`src/sv/http_request_header_parser_assert.svh`:
```
// assertion macros used by the parser top level
`ifndef HTTP_REQUEST_HEADER_PARSER_ASSERT_SVH
`define HTTP_REQUEST_HEADER_PARSER_ASSERT_SVH
`ifndef ASSERT_OFF
`define HRHP_ASSERT_NEVER(label, clk, rst_n, cond) \
	label: assert property (@(posedge clk) disable iff (!rst_n) !(cond)) \
		else $error("assertion failed");
`define HRHP_ASSERT_IMPLIES(label, clk, rst_n, ante, cons) \
	label: assert property (@(posedge clk) disable iff (!rst_n) (ante) |-> (cons)) \
		else $error("assertion failed");
`else
`define HRHP_ASSERT_NEVER(label, clk, rst_n, cond)
`define HRHP_ASSERT_IMPLIES(label, clk, rst_n, ante, cons)
`endif
`endif

```
`src/sv/hrhp_pkg.sv`:
```
// types, codes and match tables of the request header parser
package hrhp_pkg;

	localparam int PATH_CAP_DEF = 256;
	localparam int TYPE_CAP_DEF = 64;

	localparam logic [16:0] MAX_HEADER_RST = 17'd8192;
	localparam logic [24:0] MAX_BODY_RST = 25'd1048576;

	localparam logic CFG_MAX_HEADER = 1'b0;
	localparam logic CFG_MAX_BODY = 1'b1;

	localparam logic [1:0] KIND_PATH = 2'd0;
	localparam logic [1:0] KIND_TYPE = 2'd1;
	localparam logic [1:0] KIND_VERDICT = 2'd2;

	localparam logic [1:0] ST_COMPLETE = 2'd0;
	localparam logic [1:0] ST_HEADER_BIG = 2'd1;
	localparam logic [1:0] ST_BODY_BIG = 2'd2;

	localparam logic [1:0] METH_UNKNOWN = 2'd0;
	localparam logic [1:0] METH_GET = 2'd1;
	localparam logic [1:0] METH_POST = 2'd2;
	localparam logic [1:0] METH_OPTIONS = 2'd3;

	localparam logic [7:0] CH_CR = 8'h0D;
	localparam logic [7:0] CH_LF = 8'h0A;
	localparam logic [7:0] CH_SP = 8'h20;
	localparam logic [7:0] CH_TAB = 8'h09;

	typedef enum logic [3:0] {
		PH_METHOD, PH_SKIPM, PH_PATH, PH_SKIPREQ, PH_LINE, PH_NAME, PH_LENWS,
		PH_LENDIG, PH_TYPEWS, PH_TYPEVAL, PH_SKIPHDR, PH_BODY, PH_DONE
	} phase_t;

	typedef struct packed {
		logic [7:0] in_byte;
		logic       new_message;
	} request_t;

	typedef struct packed {
		logic [1:0]  kind;
		logic [7:0]  out_byte;
		logic        value_start;
		logic [1:0]  method;
		logic [31:0] body_length;
		logic [31:0] total_length;
		logic [1:0]  status;
	} result_t;

	// classified byte handed from front to back
	typedef struct packed {
		logic [7:0] byte_val;
		logic [7:0] lower;
		logic [3:0] digit_val;
		logic       new_message;
		logic       is_digit;
		logic       is_sp;
		logic       is_cr;
		logic       is_lf;
	} class_t;

	function automatic logic [7:0] len_char(input logic [4:0] p);
		logic [7:0] c;
		case (p)
			5'd0: c = "c";  5'd1: c = "o";  5'd2: c = "n";  5'd3: c = "t";
			5'd4: c = "e";  5'd5: c = "n";  5'd6: c = "t";  5'd7: c = "-";
			5'd8: c = "l";  5'd9: c = "e";  5'd10: c = "n"; 5'd11: c = "g";
			5'd12: c = "t"; 5'd13: c = "h"; 5'd14: c = ":";
			default: c = 8'h00;
		endcase
		return c;
	endfunction

	function automatic logic [7:0] typ_char(input logic [4:0] p);
		logic [7:0] c;
		case (p)
			5'd0: c = "c";  5'd1: c = "o";  5'd2: c = "n";  5'd3: c = "t";
			5'd4: c = "e";  5'd5: c = "n";  5'd6: c = "t";  5'd7: c = "-";
			5'd8: c = "t";  5'd9: c = "y";  5'd10: c = "p"; 5'd11: c = "e";
			5'd12: c = ":";
			default: c = 8'h00;
		endcase
		return c;
	endfunction

	function automatic logic [4:0] meth_len(input logic [1:0] m);
		logic [4:0] n;
		case (m)
			METH_GET: n = 5'd4;
			METH_POST: n = 5'd5;
			METH_OPTIONS: n = 5'd8;
			default: n = 5'd0;
		endcase
		return n;
	endfunction

	function automatic logic [7:0] meth_char(input logic [1:0] m, input logic [4:0] p);
		logic [7:0] c;
		c = 8'h00;
		case (m)
			METH_GET: begin
				case (p)
					5'd0: c = "G"; 5'd1: c = "E"; 5'd2: c = "T"; 5'd3: c = " ";
					default: c = 8'h00;
				endcase
			end
			METH_POST: begin
				case (p)
					5'd0: c = "P"; 5'd1: c = "O"; 5'd2: c = "S"; 5'd3: c = "T";
					5'd4: c = " ";
					default: c = 8'h00;
				endcase
			end
			METH_OPTIONS: begin
				case (p)
					5'd0: c = "O"; 5'd1: c = "P"; 5'd2: c = "T"; 5'd3: c = "I";
					5'd4: c = "O"; 5'd5: c = "N"; 5'd6: c = "S"; 5'd7: c = " ";
					default: c = 8'h00;
				endcase
			end
			default: c = 8'h00;
		endcase
		return c;
	endfunction

endpackage

```
`src/sv/hrhp_fifo.sv`:
```
// small register queue used between the parser parts
module hrhp_fifo #(
	parameter int WIDTH = 8,
	parameter int DEPTH = 2
) (
	input  logic             clk,
	input  logic             arst_n,
	input  logic             push,
	input  logic [WIDTH-1:0] wdata,
	output logic             full,
	input  logic             pop,
	output logic [WIDTH-1:0] rdata,
	output logic             empty
);
	localparam int PW = (DEPTH > 1) ? $clog2(DEPTH) : 1;
	localparam int CW = $clog2(DEPTH + 1);

	logic [WIDTH-1:0] mem_q [DEPTH];
	logic [PW-1:0]    wr_q, rd_q;
	logic [CW-1:0]    count_q;
	logic             do_push, do_pop;

	assign full = (count_q == CW'(DEPTH));
	assign empty = (count_q == '0);
	assign do_push = push && !full;
	assign do_pop = pop && !empty;
	assign rdata = mem_q[rd_q];

	// storage
	always_ff @(posedge clk) begin
		if (do_push) begin
			mem_q[wr_q] <= wdata;
		end
	end

	// pointers and fill level
	always_ff @(posedge clk or negedge arst_n) begin
		if (!arst_n) begin
			wr_q <= '0;
			rd_q <= '0;
			count_q <= '0;
		end else begin
			if (do_push) begin
				wr_q <= (wr_q == PW'(DEPTH - 1)) ? '0 : wr_q + 1'b1;
			end
			if (do_pop) begin
				rd_q <= (rd_q == PW'(DEPTH - 1)) ? '0 : rd_q + 1'b1;
			end
			if (do_push && !do_pop) begin
				count_q <= count_q + 1'b1;
			end else if (do_pop && !do_push) begin
				count_q <= count_q - 1'b1;
			end
		end
	end
endmodule

```
`src/sv/hrhp_front.sv`:
```
// front end: classifies each request byte for the parser
module hrhp_front (
	input  hrhp_pkg::request_t req,
	output hrhp_pkg::class_t   cls
);
	logic [7:0] b;
	assign b = req.in_byte;

	// character classes
	always_comb begin
		cls.byte_val = b;
		cls.new_message = req.new_message;
		cls.lower = (b >= "A" && b <= "Z") ? (b | 8'h20) : b;
		cls.is_digit = (b >= "0" && b <= "9");
		cls.digit_val = b[3:0];
		cls.is_sp = (b == hrhp_pkg::CH_SP);
		cls.is_cr = (b == hrhp_pkg::CH_CR);
		cls.is_lf = (b == hrhp_pkg::CH_LF);
	end
endmodule

```
`src/sv/hrhp_back.sv`:
```
// back end: header parser state and result generation
module hrhp_back #(
	parameter int PATH_CAP = hrhp_pkg::PATH_CAP_DEF,
	parameter int TYPE_CAP = hrhp_pkg::TYPE_CAP_DEF
) (
	input  logic               clk,
	input  logic               arst_n,
	input  logic               go,
	input  hrhp_pkg::class_t   cls,
	input  logic [16:0]        max_header,
	input  logic [24:0]        max_body,
	output logic               emit,
	output hrhp_pkg::result_t  res
);
	localparam int PCW = $clog2(PATH_CAP);
	localparam int TCW = $clog2(TYPE_CAP);

	hrhp_pkg::phase_t phase_q, phase_n;
	logic [23:0] last_q, last_n;
	logic [31:0] hcount_q, hcount_n;
	logic [4:0]  pos_q, pos_n;
	logic [1:0]  cand_q, cand_n;
	logic [31:0] acc_q, acc_n;
	logic        neg_q, neg_n;
	logic [1:0]  meth_q, meth_n;
	logic [PCW-1:0] pcount_q, pcount_n;
	logic [TCW-1:0] tcount_q, tcount_n;
	logic        pend_v_q, pend_v_n;
	logic [7:0]  pend_b_q, pend_b_n;
	logic        stop_q, stop_n;
	logic [31:0] body_q, body_n;

	// next state and result for the word at the queue head
	always_comb begin
		logic [7:0]  b;
		logic        term, pemit;
		logic [4:0]  p;
		logic [1:0]  c;
		logic [35:0] v;
		logic [31:0] cl;
		logic [32:0] t;
		logic [31:0] tot;
		b = cls.byte_val;
		term = 1'b0;
		pemit = 1'b0;
		p = '0;
		c = '0;
		v = '0;
		cl = '0;
		t = '0;
		tot = '0;
		phase_n = phase_q; last_n = last_q; hcount_n = hcount_q; pos_n = pos_q;
		cand_n = cand_q; acc_n = acc_q; neg_n = neg_q; meth_n = meth_q;
		pcount_n = pcount_q; tcount_n = tcount_q; pend_v_n = pend_v_q;
		pend_b_n = pend_b_q; stop_n = stop_q; body_n = body_q;
		emit = 1'b0;
		res = '0;
		if (cls.new_message) begin
			phase_n = hrhp_pkg::PH_METHOD; last_n = '0; hcount_n = '0; pos_n = '0;
			cand_n = 2'b11; acc_n = '0; neg_n = 1'b0; meth_n = '0; pcount_n = '0;
			tcount_n = '0; pend_v_n = 1'b0; pend_b_n = '0; stop_n = 1'b0; body_n = '0;
		end
		if (phase_n == hrhp_pkg::PH_DONE) begin
			emit = 1'b0;
		end else if (phase_n == hrhp_pkg::PH_BODY) begin
			body_n = body_n + 32'd1;
			if (body_n >= acc_n) begin
				t = {1'b0, hcount_n} + {1'b0, acc_n};
				emit = 1'b1;
				res.kind = hrhp_pkg::KIND_VERDICT;
				res.method = meth_n;
				res.body_length = acc_n;
				res.total_length = t[32] ? '1 : t[31:0];
				res.status = hrhp_pkg::ST_COMPLETE;
				phase_n = hrhp_pkg::PH_DONE;
			end
		end else begin
			term = (last_n == 24'h0D0A0D) && cls.is_lf;
			last_n = {last_n[15:0], b};
			if (hcount_n != '1) begin
				hcount_n = hcount_n + 32'd1;
			end
			if (!stop_n) begin
				// per-phase parsing
				case (phase_n)
					hrhp_pkg::PH_METHOD: begin
						if (pos_n == '0) begin
							meth_n = (b == "G") ? hrhp_pkg::METH_GET :
								(b == "P") ? hrhp_pkg::METH_POST :
								(b == "O") ? hrhp_pkg::METH_OPTIONS : hrhp_pkg::METH_UNKNOWN;
						end
						if (meth_n != hrhp_pkg::METH_UNKNOWN &&
								pos_n < hrhp_pkg::meth_len(meth_n) &&
								b == hrhp_pkg::meth_char(meth_n, pos_n)) begin
							pos_n = pos_n + 5'd1;
							if (pos_n == hrhp_pkg::meth_len(meth_n)) begin
								phase_n = hrhp_pkg::PH_PATH;
								pos_n = '0;
							end
						end else begin
							meth_n = hrhp_pkg::METH_UNKNOWN;
							pos_n = '0;
							phase_n = cls.is_sp ? hrhp_pkg::PH_PATH : hrhp_pkg::PH_SKIPM;
						end
					end
					hrhp_pkg::PH_SKIPM: begin
						if (cls.is_sp) begin
							phase_n = hrhp_pkg::PH_PATH;
						end
					end
					hrhp_pkg::PH_PATH: begin
						if (cls.is_sp || cls.is_cr) begin
							phase_n = hrhp_pkg::PH_SKIPREQ;
						end else if (cls.is_lf) begin
							phase_n = hrhp_pkg::PH_LINE;
						end else if (pcount_n < PCW'(PATH_CAP - 1)) begin
							pcount_n = pcount_n + 1'b1;
							pemit = 1'b1;
							res.kind = hrhp_pkg::KIND_PATH;
							res.out_byte = b;
						end
					end
					hrhp_pkg::PH_SKIPREQ, hrhp_pkg::PH_SKIPHDR: begin
						if (cls.is_lf) begin
							phase_n = hrhp_pkg::PH_LINE;
						end
					end
					hrhp_pkg::PH_LINE, hrhp_pkg::PH_NAME: begin
						if (phase_n == hrhp_pkg::PH_LINE && (cls.is_cr || cls.is_lf)) begin
							stop_n = 1'b1;
						end else begin
							if (phase_n == hrhp_pkg::PH_LINE) begin
								pos_n = '0;
								cand_n = 2'b11;
							end
							// header name match against both candidates
							p = pos_n;
							c = cand_n;
							if (c[0] && !(p < 5'd15 && cls.lower == hrhp_pkg::len_char(p))) begin
								c[0] = 1'b0;
							end
							if (c[1] && !(p < 5'd13 && cls.lower == hrhp_pkg::typ_char(p))) begin
								c[1] = 1'b0;
							end
							cand_n = c;
							if (c[0] && p == 5'd14) begin
								acc_n = '0;
								neg_n = 1'b0;
								phase_n = hrhp_pkg::PH_LENWS;
							end else if (c[1] && p == 5'd12) begin
								tcount_n = '0;
								pend_v_n = 1'b0;
								pend_b_n = '0;
								phase_n = hrhp_pkg::PH_TYPEWS;
							end else if (c == 2'b00) begin
								phase_n = cls.is_lf ? hrhp_pkg::PH_LINE : hrhp_pkg::PH_SKIPHDR;
							end else begin
								pos_n = p + 5'd1;
								phase_n = hrhp_pkg::PH_NAME;
							end
						end
					end
					hrhp_pkg::PH_LENWS, hrhp_pkg::PH_LENDIG: begin
						v = {acc_n, 3'b000} + {3'b000, acc_n, 1'b0} + {32'd0, cls.digit_val};
						if (phase_n == hrhp_pkg::PH_LENWS && (cls.is_sp || b == hrhp_pkg::CH_TAB)) begin
							phase_n = hrhp_pkg::PH_LENWS;
						end else if (phase_n == hrhp_pkg::PH_LENWS && b == "+") begin
							phase_n = hrhp_pkg::PH_LENDIG;
						end else if (phase_n == hrhp_pkg::PH_LENWS && b == "-") begin
							neg_n = 1'b1;
							phase_n = hrhp_pkg::PH_LENDIG;
						end else if (cls.is_digit) begin
							acc_n = (v[35:32] != '0) ? '1 : v[31:0];
							phase_n = hrhp_pkg::PH_LENDIG;
						end else begin
							phase_n = cls.is_lf ? hrhp_pkg::PH_LINE : hrhp_pkg::PH_SKIPHDR;
						end
					end
					hrhp_pkg::PH_TYPEWS: begin
						if (cls.is_lf) begin
							phase_n = hrhp_pkg::PH_LINE;
						end else if (!cls.is_sp) begin
							pend_v_n = 1'b1;
							pend_b_n = b;
							phase_n = hrhp_pkg::PH_TYPEVAL;
						end
					end
					hrhp_pkg::PH_TYPEVAL: begin
						// flush the held byte unless it is the CR before LF
						if (pend_v_n && tcount_n < TCW'(TYPE_CAP - 1) &&
								!(cls.is_lf && pend_b_n == hrhp_pkg::CH_CR)) begin
							pemit = 1'b1;
							res.kind = hrhp_pkg::KIND_TYPE;
							res.out_byte = pend_b_n;
							res.value_start = (tcount_n == '0);
							tcount_n = tcount_n + 1'b1;
						end
						if (cls.is_lf) begin
							pend_v_n = 1'b0;
							pend_b_n = '0;
							phase_n = hrhp_pkg::PH_LINE;
						end else begin
							pend_v_n = 1'b1;
							pend_b_n = b;
						end
					end
					default: begin
						phase_n = phase_n;
					end
				endcase
			end
			if (term) begin
				// terminator: decide on body
				cl = (neg_n && acc_n != '0) ? '1 : acc_n;
				t = {1'b0, hcount_n} + {1'b0, cl};
				tot = t[32] ? '1 : t[31:0];
				acc_n = cl;
				res = '0;
				res.kind = hrhp_pkg::KIND_VERDICT;
				res.method = meth_n;
				res.total_length = tot;
				if (cl != '0 && (neg_n || cl > {7'd0, max_body})) begin
					emit = 1'b1;
					res.body_length = cl;
					res.status = hrhp_pkg::ST_BODY_BIG;
					phase_n = hrhp_pkg::PH_DONE;
				end else if (cl == '0) begin
					emit = 1'b1;
					res.status = hrhp_pkg::ST_COMPLETE;
					phase_n = hrhp_pkg::PH_DONE;
				end else begin
					emit = 1'b0;
					body_n = '0;
					phase_n = hrhp_pkg::PH_BODY;
				end
			end else if (hcount_n > {15'd0, max_header}) begin
				emit = 1'b1;
				res = '0;
				res.kind = hrhp_pkg::KIND_VERDICT;
				res.method = meth_n;
				res.status = hrhp_pkg::ST_HEADER_BIG;
				phase_n = hrhp_pkg::PH_DONE;
			end else begin
				emit = pemit;
			end
		end
		if (!go) begin
			emit = 1'b0;
		end
	end

	// parser state
	always_ff @(posedge clk or negedge arst_n) begin
		if (!arst_n) begin
			phase_q <= hrhp_pkg::PH_METHOD; last_q <= '0; hcount_q <= '0; pos_q <= '0;
			cand_q <= 2'b11; acc_q <= '0; neg_q <= 1'b0; meth_q <= '0; pcount_q <= '0;
			tcount_q <= '0; pend_v_q <= 1'b0; pend_b_q <= '0; stop_q <= 1'b0;
			body_q <= '0;
		end else if (go) begin
			phase_q <= phase_n; last_q <= last_n; hcount_q <= hcount_n; pos_q <= pos_n;
			cand_q <= cand_n; acc_q <= acc_n; neg_q <= neg_n; meth_q <= meth_n;
			pcount_q <= pcount_n; tcount_q <= tcount_n; pend_v_q <= pend_v_n;
			pend_b_q <= pend_b_n; stop_q <= stop_n; body_q <= body_n;
		end
	end
endmodule

```
`src/sv/http_request_header_parser.sv`:
```
// HTTP request header parser, top level
// Request bytes enter through a queue port: a word is taken when push is high
// and full is low; new_message marks the first byte of a request.
// Results leave through a queue port: the oldest result is shown while empty
// is low and is taken when pop is high. Kinds: path byte, content-type byte,
// and at most one verdict per request (method, lengths, status).
// Configuration: cfg_valid/cfg_ready write cfg_data to register cfg_index
// (0 max header size, 1 max body size); cfg_ready is always high.
// Path: a result caused by a byte taken into the input queue passes through
// the parser into the result queue, and can be popped from there.
// Throughput: one byte per cycle; the parser handles one queued word a cycle
// whenever the result queue has room.
// When pop is held low the result queue fills, the parser stops, then the
// input queue fills and full rises; nothing is lost.
// Reset empties both queues, puts the parser in the method phase and loads
// the default limits of 8192 header bytes and 1048576 body bytes.
module http_request_header_parser #(
	parameter int PATH_CAP = hrhp_pkg::PATH_CAP_DEF,
	parameter int TYPE_CAP = hrhp_pkg::TYPE_CAP_DEF
) (
	input  logic               clk,
	input  logic               arst_n,
	input  logic               push,
	input  hrhp_pkg::request_t request,
	output logic               full,
	input  logic               pop,
	output hrhp_pkg::result_t  result,
	output logic               empty,
	input  logic               cfg_valid,
	output logic               cfg_ready,
	input  logic               cfg_index,
	input  logic [24:0]        cfg_data
);
	`include "http_request_header_parser_assert.svh"

	localparam int CLS_W = $bits(hrhp_pkg::class_t);
	localparam int RES_W = $bits(hrhp_pkg::result_t);

	hrhp_pkg::class_t  cls_in, cls_head;
	hrhp_pkg::result_t res_word;
	logic [CLS_W-1:0]  cls_rd;
	logic [RES_W-1:0]  res_rd;
	logic              cq_empty, rq_full, go, emit;
	logic [16:0]       max_header_q;
	logic [24:0]       max_body_q;

	assign cfg_ready = 1'b1;

	// limit registers
	always_ff @(posedge clk or negedge arst_n) begin
		if (!arst_n) begin
			max_header_q <= hrhp_pkg::MAX_HEADER_RST;
			max_body_q <= hrhp_pkg::MAX_BODY_RST;
		end else if (cfg_valid && cfg_ready) begin
			if (cfg_index == hrhp_pkg::CFG_MAX_HEADER) begin
				max_header_q <= cfg_data[16:0];
			end else begin
				max_body_q <= cfg_data;
			end
		end
	end

	hrhp_front u_front (
		.req (request),
		.cls (cls_in)
	);

	// classified byte queue between front and back
	hrhp_fifo #(.WIDTH(CLS_W), .DEPTH(2)) u_cls_q (
		.clk    (clk),
		.arst_n (arst_n),
		.push   (push),
		.wdata  (cls_in),
		.full   (full),
		.pop    (go),
		.rdata  (cls_rd),
		.empty  (cq_empty)
	);

	assign cls_head = hrhp_pkg::class_t'(cls_rd);
	assign go = !cq_empty && !rq_full;

	hrhp_back #(.PATH_CAP(PATH_CAP), .TYPE_CAP(TYPE_CAP)) u_back (
		.clk        (clk),
		.arst_n     (arst_n),
		.go         (go),
		.cls        (cls_head),
		.max_header (max_header_q),
		.max_body   (max_body_q),
		.emit       (emit),
		.res        (res_word)
	);

	// result queue
	hrhp_fifo #(.WIDTH(RES_W), .DEPTH(2)) u_res_q (
		.clk    (clk),
		.arst_n (arst_n),
		.push   (emit),
		.wdata  (res_word),
		.full   (rq_full),
		.pop    (pop),
		.rdata  (res_rd),
		.empty  (empty)
	);

	assign result = hrhp_pkg::result_t'(res_rd);

	`HRHP_ASSERT_NEVER(a_res_overflow, clk, arst_n, emit && rq_full)
	`HRHP_ASSERT_NEVER(a_emit_idle, clk, arst_n, emit && !go)
	`HRHP_ASSERT_NEVER(a_kind_valid, clk, arst_n, !empty && result.kind == 2'd3)
	`HRHP_ASSERT_IMPLIES(a_hdr_err, clk, arst_n,
		!empty && result.status == hrhp_pkg::ST_HEADER_BIG,
		result.body_length == 32'd0 && result.total_length == 32'd0)
endmodule

```
`config.mk`:
```
export PLATFORM = sky130hd
export DESIGN_NAME = http_request_header_parser
export DESIGN_NICKNAME = d
export VERILOG_FILES = /design/src/sv/hrhp_pkg.sv /design/src/sv/hrhp_fifo.sv /design/src/sv/hrhp_front.sv /design/src/sv/hrhp_back.sv /design/src/sv/http_request_header_parser.sv
export VERILOG_INCLUDE_DIRS = /design/src /design/src/sv
export SDC_FILE = /design/constraint.sdc
export NUM_CORES = 1
export LEC_CHECK = 0
export ABC_AREA = 1
export BUFFER_PORTS_ARGS = -buffer_cell sky130_fd_sc_hd__buf_2
export CELL_PAD_IN_SITES_DETAIL_PLACEMENT = 0
export CELL_PAD_IN_SITES_GLOBAL_PLACEMENT = 1
export CORE_ASPECT_RATIO = 0.7
export CORE_UTILIZATION = 26
export CTS_BUF_LIST = sky130_fd_sc_hd__clkbuf_8
export CTS_CLUSTER_DIAMETER = 40
export DETAILED_ROUTE_END_ITERATION = 6
export MAX_ROUTING_LAYER = met4
export PLACE_DENSITY_LB_ADDON = 0.25
export SYNTH_ARGS = -nofsm -noshare
export SYNTH_HDL_FRONTEND = slang
export SYNTH_SLANG_ARGS = --single-unit
```
`constraint.sdc`:
```
create_clock -name clk -period 9.1 [get_ports clk]
set_clock_uncertainty 0.1 [all_clocks]
set_input_delay 0.455 -clock clk [delete_from_list [all_inputs] [get_ports clk]]
set_output_delay 0.455 -clock clk [all_outputs]
set_load 0.005 [all_outputs]
```
==> results summary <==
The flow ran to the end, and the final reports show no timing, DRC or antenna violations. The setup TNS after final layout is 0 ns. The cell area power density came out at slightly above 400 nW/um^2. TritonCTS created 84 clock buffers. The half-perimeter wire length after placement is 98010 um. In this run the worst path has a maximum fanout of 27. The total of endpoints with negative setup slack in the final report came out at 0. The worst hold path begins at push. The total length of routed wires came out at 127700 um. The post-synthesis cell area is ~31000 um^2.

The startpoint of the worst-slack reg-to-reg timing path is u_cls_q.rd_q. The pin count of the biggest net entering global routing is 113. The number of H-tree branching levels came out at 3.

Counting I/O delays and the setup requirement, the final critical path takes 8.594 ns. The number of violations of the max-capacitance limit came out at 0. The average instance area after synthesis came out at ~7 um^2. The data arrival time of the worst path came out at 9.13 ns. The capture endpoint of the worst hold path is u_cls_q.wr_q. The first global-routing pass estimated between 150000 and 200000 um of wire. The clock insertion delay at the later pin of the skew report came out at approximately 0.76 ns.

The number of primary I/O pins is 122. The count of input and output buffers is 120. The maximum achievable frequency is 116.4 MHz. After layout, the worst setup slack is 0.5057 ns. Summing the areas of all compound-gate instances in the mapped netlist gives about 17% of the synthesized area. Cells fill 30.55% of the core in the end. The clock tree root buffer cell is clkbuf_8. The number of warnings issued by yosys is 0.

The number of rows in the core area is 106. After technology mapping, the gate count stands at between 4000 and 5000. The data required time at the worst endpoint is 9.64 ns.

The kind of start point of the critical path is a flop. The clock slew seen by the registers of the worst setup and hold paths is around 0.060 ns. By area, the combinational part of the netlist is dominated by simple AND/OR/NAND/NOR gates. The routed length per placed instance is 20.40 um. Counting flops with a built-in enable in the synthesized netlist gives 186. The transition at the pin with the smallest max-transition slack is 1.174 ns. The worst setup path is captured at a flop. The initial antenna violation count is 8. The final number of max-transition violations is 0.

The most common library cell in the layout ignoring fill and taps is nand2_1. Of the total synthesized cell area, the portion taken by full adders, half adders and majority gates is 9.245%. The share of synthesized registers carrying an async set or reset came out at 52.79%. The post-synth net total came out at 4636. The storage element area is 10800 um^2. The post-synthesis to final-layout area growth came out at 16.38%. The width of the die is 417.2 um. The number of filler cells placed in the layout is 13130.

The maximum number of buffers from clock root to sink came out at 3. The most numerous cell on the critical path is nand2_1. The part of the Yosys area used for sequential elements came out at roughly a third.

The final routed DRC violation total is 0. The count of antenna-violating nets left after detailed routing came out at 0. TritonCTS built the clock tree. The worst setup path is of the flop to flop kind.

The largest vdd supply drop is 259.7 uV. Multiplexer cells account for 0.06381% of the synthesized area. The number of nets in the layout is 4838. In this run the static leakage power is 17.39 nW.

The number of cells on the worst reg-to-reg path came out at 51. The global routing usage summed across all routing layers came out at 21.20%. The area occupied by multi-input gates is 17590 um^2. The min-delay analysis places its worst path in the category input port to flop. The final weighted congestion of routability-driven global placement came out at 0.9267. The largest individual stage delay along the critical path comes from the cell dfrtp_1.

The CTS sink count came out at 394. The worst register-to-register path ends at u_res_q.count_q[1]. In this run, the number of DRC markers left after iteration 0 of detailed routing was 2705. Setup repair after global routing left no endpoint under its margin.

In this design, the stage delay of the slowest critical-path cell is 0.41 ns. The detailed router placed a little over 30000 vias in this run. The iteration count of the initial detailed-routing pass came out at 7. The initial core utilization came out at between 20% and 30%. The pre-CTS setup slack came out at 0.1251 ns. For this run, the leading register cell type out of synthesis is dfrtp_1. The final hold violation count is 0. The netlist uses 66 different library cells.

The core area came out at 119500 um^2. The worst hold path cell count came out at 5. The leftover overflow at the end of global routing is 0.

Of the total synthesized cell area, the portion taken by XOR and XNOR cells is 4.132%. Using the TritonRoute via totals, the vias-per-cell ratio works out to roughly 4.9. Setup slack on the worst reg-to-reg path comes out at about 0.5 ns. Cells with a size suffix above 1 make up 10.39% of the layout. The simple-gate area share of the yosys netlist is about a quarter.

The die covers around 120000 um^2. The library cells used most frequently in the layout, excluding fill and tap cells, are 1059 x nand2_1, 619 x inv_1, 445 x nor2_1. The number of global-route vias before repair came out at 28740. The count of state elements after synthesis came out at 394. The die span in y is between 200 and 300 um.

The worst max-slew margin expressed relative to the limit came out at 21.03%. The share of the cycle needed by the critical path after routing came out at 94.44%.
## worst max-delay path, delay by kind of cell (launching register included)
| family | cells | cell delay, ns |
|---|---|---|
| buf+inv | 6 | 0.91 |
| simple gates | 31 | 3.76 |
| fa+ha+maj | 4 | 1.26 |
| xor+xnor | 2 | 0.32 |
| compound gates | 8 | 1.66 |
| flops | 1 | 0.41 |
## routing by layer
metal  wire (um)  GRT usage, %  share of wire (%)  vias to the layer above
li1            -             -                  -                    14960
met1       67380         32.92                 53                    14470
met2       47670         26.83                 37                      967
met3       10230         4.795                8.0                      135
met4        2463         4.618                1.9                        0
met5           0             -                  0                        -
## metrics by stage
stage	total power [mW]	std cells	instance area, um^2	hold slack, ns
2_1_floorplan	8.893	4366	31370	0.05941
3_3_place_gp	12.59	6064	34330	0.3633
3_5_place_dp	12.54	6064	34330	0.3642
4_1_cts	14.65	6255	36440	0.05155
5_1_grt	15.89	6259	36500	0.1186
6_report	14.70	6262	36510	0.1002
## sequential cells by signal, indices dropped and copies added (netlist names), 2 cells and up
signal,cells
u_res_q.mem_q,158
u_back.acc_q,32
u_back.body_q,32
u_back.hcount_q,32
u_cls_q.mem_q,28
max_body_q,25
u_back.last_q,24
max_header_q,17
u_back.pcount_q,8
u_back.pend_b_q,8
u_back.tcount_q,6
u_back.pos_q,5
u_back.phase_q,4
u_back.cand_q,2
u_back.meth_q,2
u_cls_q.count_q,2
u_res_q.count_q,2
## repair_timing
action | CTS | global route
hold buffers | 36 | 0
endpoints found under the setup margin | 0 | 284
resized for setup | 0 | 15
hold endpoints to repair | 162 | 0
setup buffers | 0 | 2
## cell type report
class / instances / share of cell area [%]
antenna: 5 / 0.03427
clock buffer: 93 / 3.506
clock inverter: 62 / 1.271
inverter: 621 / 6.425
multi-input combinational: 3189 / 48.17
sequential: 394 / 29.58
tap: 1620 / 5.552
timing repair buffer: 278 / 5.462
## worst max-delay path by stage
stage / from / end / depth (start not counted)
after floorplan: u_cls_q.rd_q / u_res_q.mem_q[1][0] / 51
final: u_cls_q.rd_q / u_res_q.count_q[1] / 51
after global placement: u_cls_q.rd_q / u_res_q.count_q[1] / 44
after CTS: u_cls_q.rd_q / u_res_q.mem_q[0][10] / 47
after global routing: u_cls_q.rd_q / u_res_q.mem_q[1][31] / 60
after detailed placement: u_cls_q.rd_q / u_res_q.mem_q[0][10] / 47
## cells by family (layout without fill, tap and decap cells)
logic type,Yosys count,count (layout)
and+or+nand+nor,1893,1893
adders and majority gates,230,230
DFF,394,394
muxes,2,2
other,1,6
AOI/OAI and AO/OA,915,915
xor gates and xnor gates,148,148
buffers and inverters,783,1054
## cells in the mapped netlist, types with 13 or more instances
cell / number / area (um^2)
nand2_1: 1059 / 3975
inv_1: 604 / 2267
nor2_1: 454 / 1704
a21oi_1: 318 / 1592
o21ai_0: 280 / 1401
ha_1: 227 / 2840
dfrtp_1: 204 / 5105
edfxtp_1: 186 / 5585
nand3_1: 162 / 810.8
clkbuf_1: 120 / 450.4
xor2_1: 101 / 884.6
nor3_1: 62 / 310.3
nand4_1: 47 / 294.0
xnor2_1: 47 / 411.6
o221ai_1: 41 / 359.1
o31ai_1: 39 / 292.8
o211ai_1: 35 / 262.8
o22ai_1: 34 / 212.7
o21ai_1: 28 / 140.1
or2_2: 23 / 143.9
nor4_1: 22 / 137.6
o21a_1: 20 / 150.1
a22oi_1: 19 / 142.6
a31oi_1: 18 / 112.6
buf_2: 18 / 90.09
a211oi_1: 14 / 105.1
nor2_2: 13 / 81.33
## power breakdown
| part | leakage (nW) | switching (mW) | internal [mW] | total (mW) |
|---|---|---|---|---|
| Combinational | 12.0 | 6.70 | 2.86 | 9.56 |
| Clock | 0.981 | 0.916 | 1.10 | 2.02 |
| Sequential | 4.38 | 0.288 | 2.83 | 3.12 |
| Total | 17.4 | 7.90 | 6.80 | 14.7 |
(Power assumes the default switching activity.)
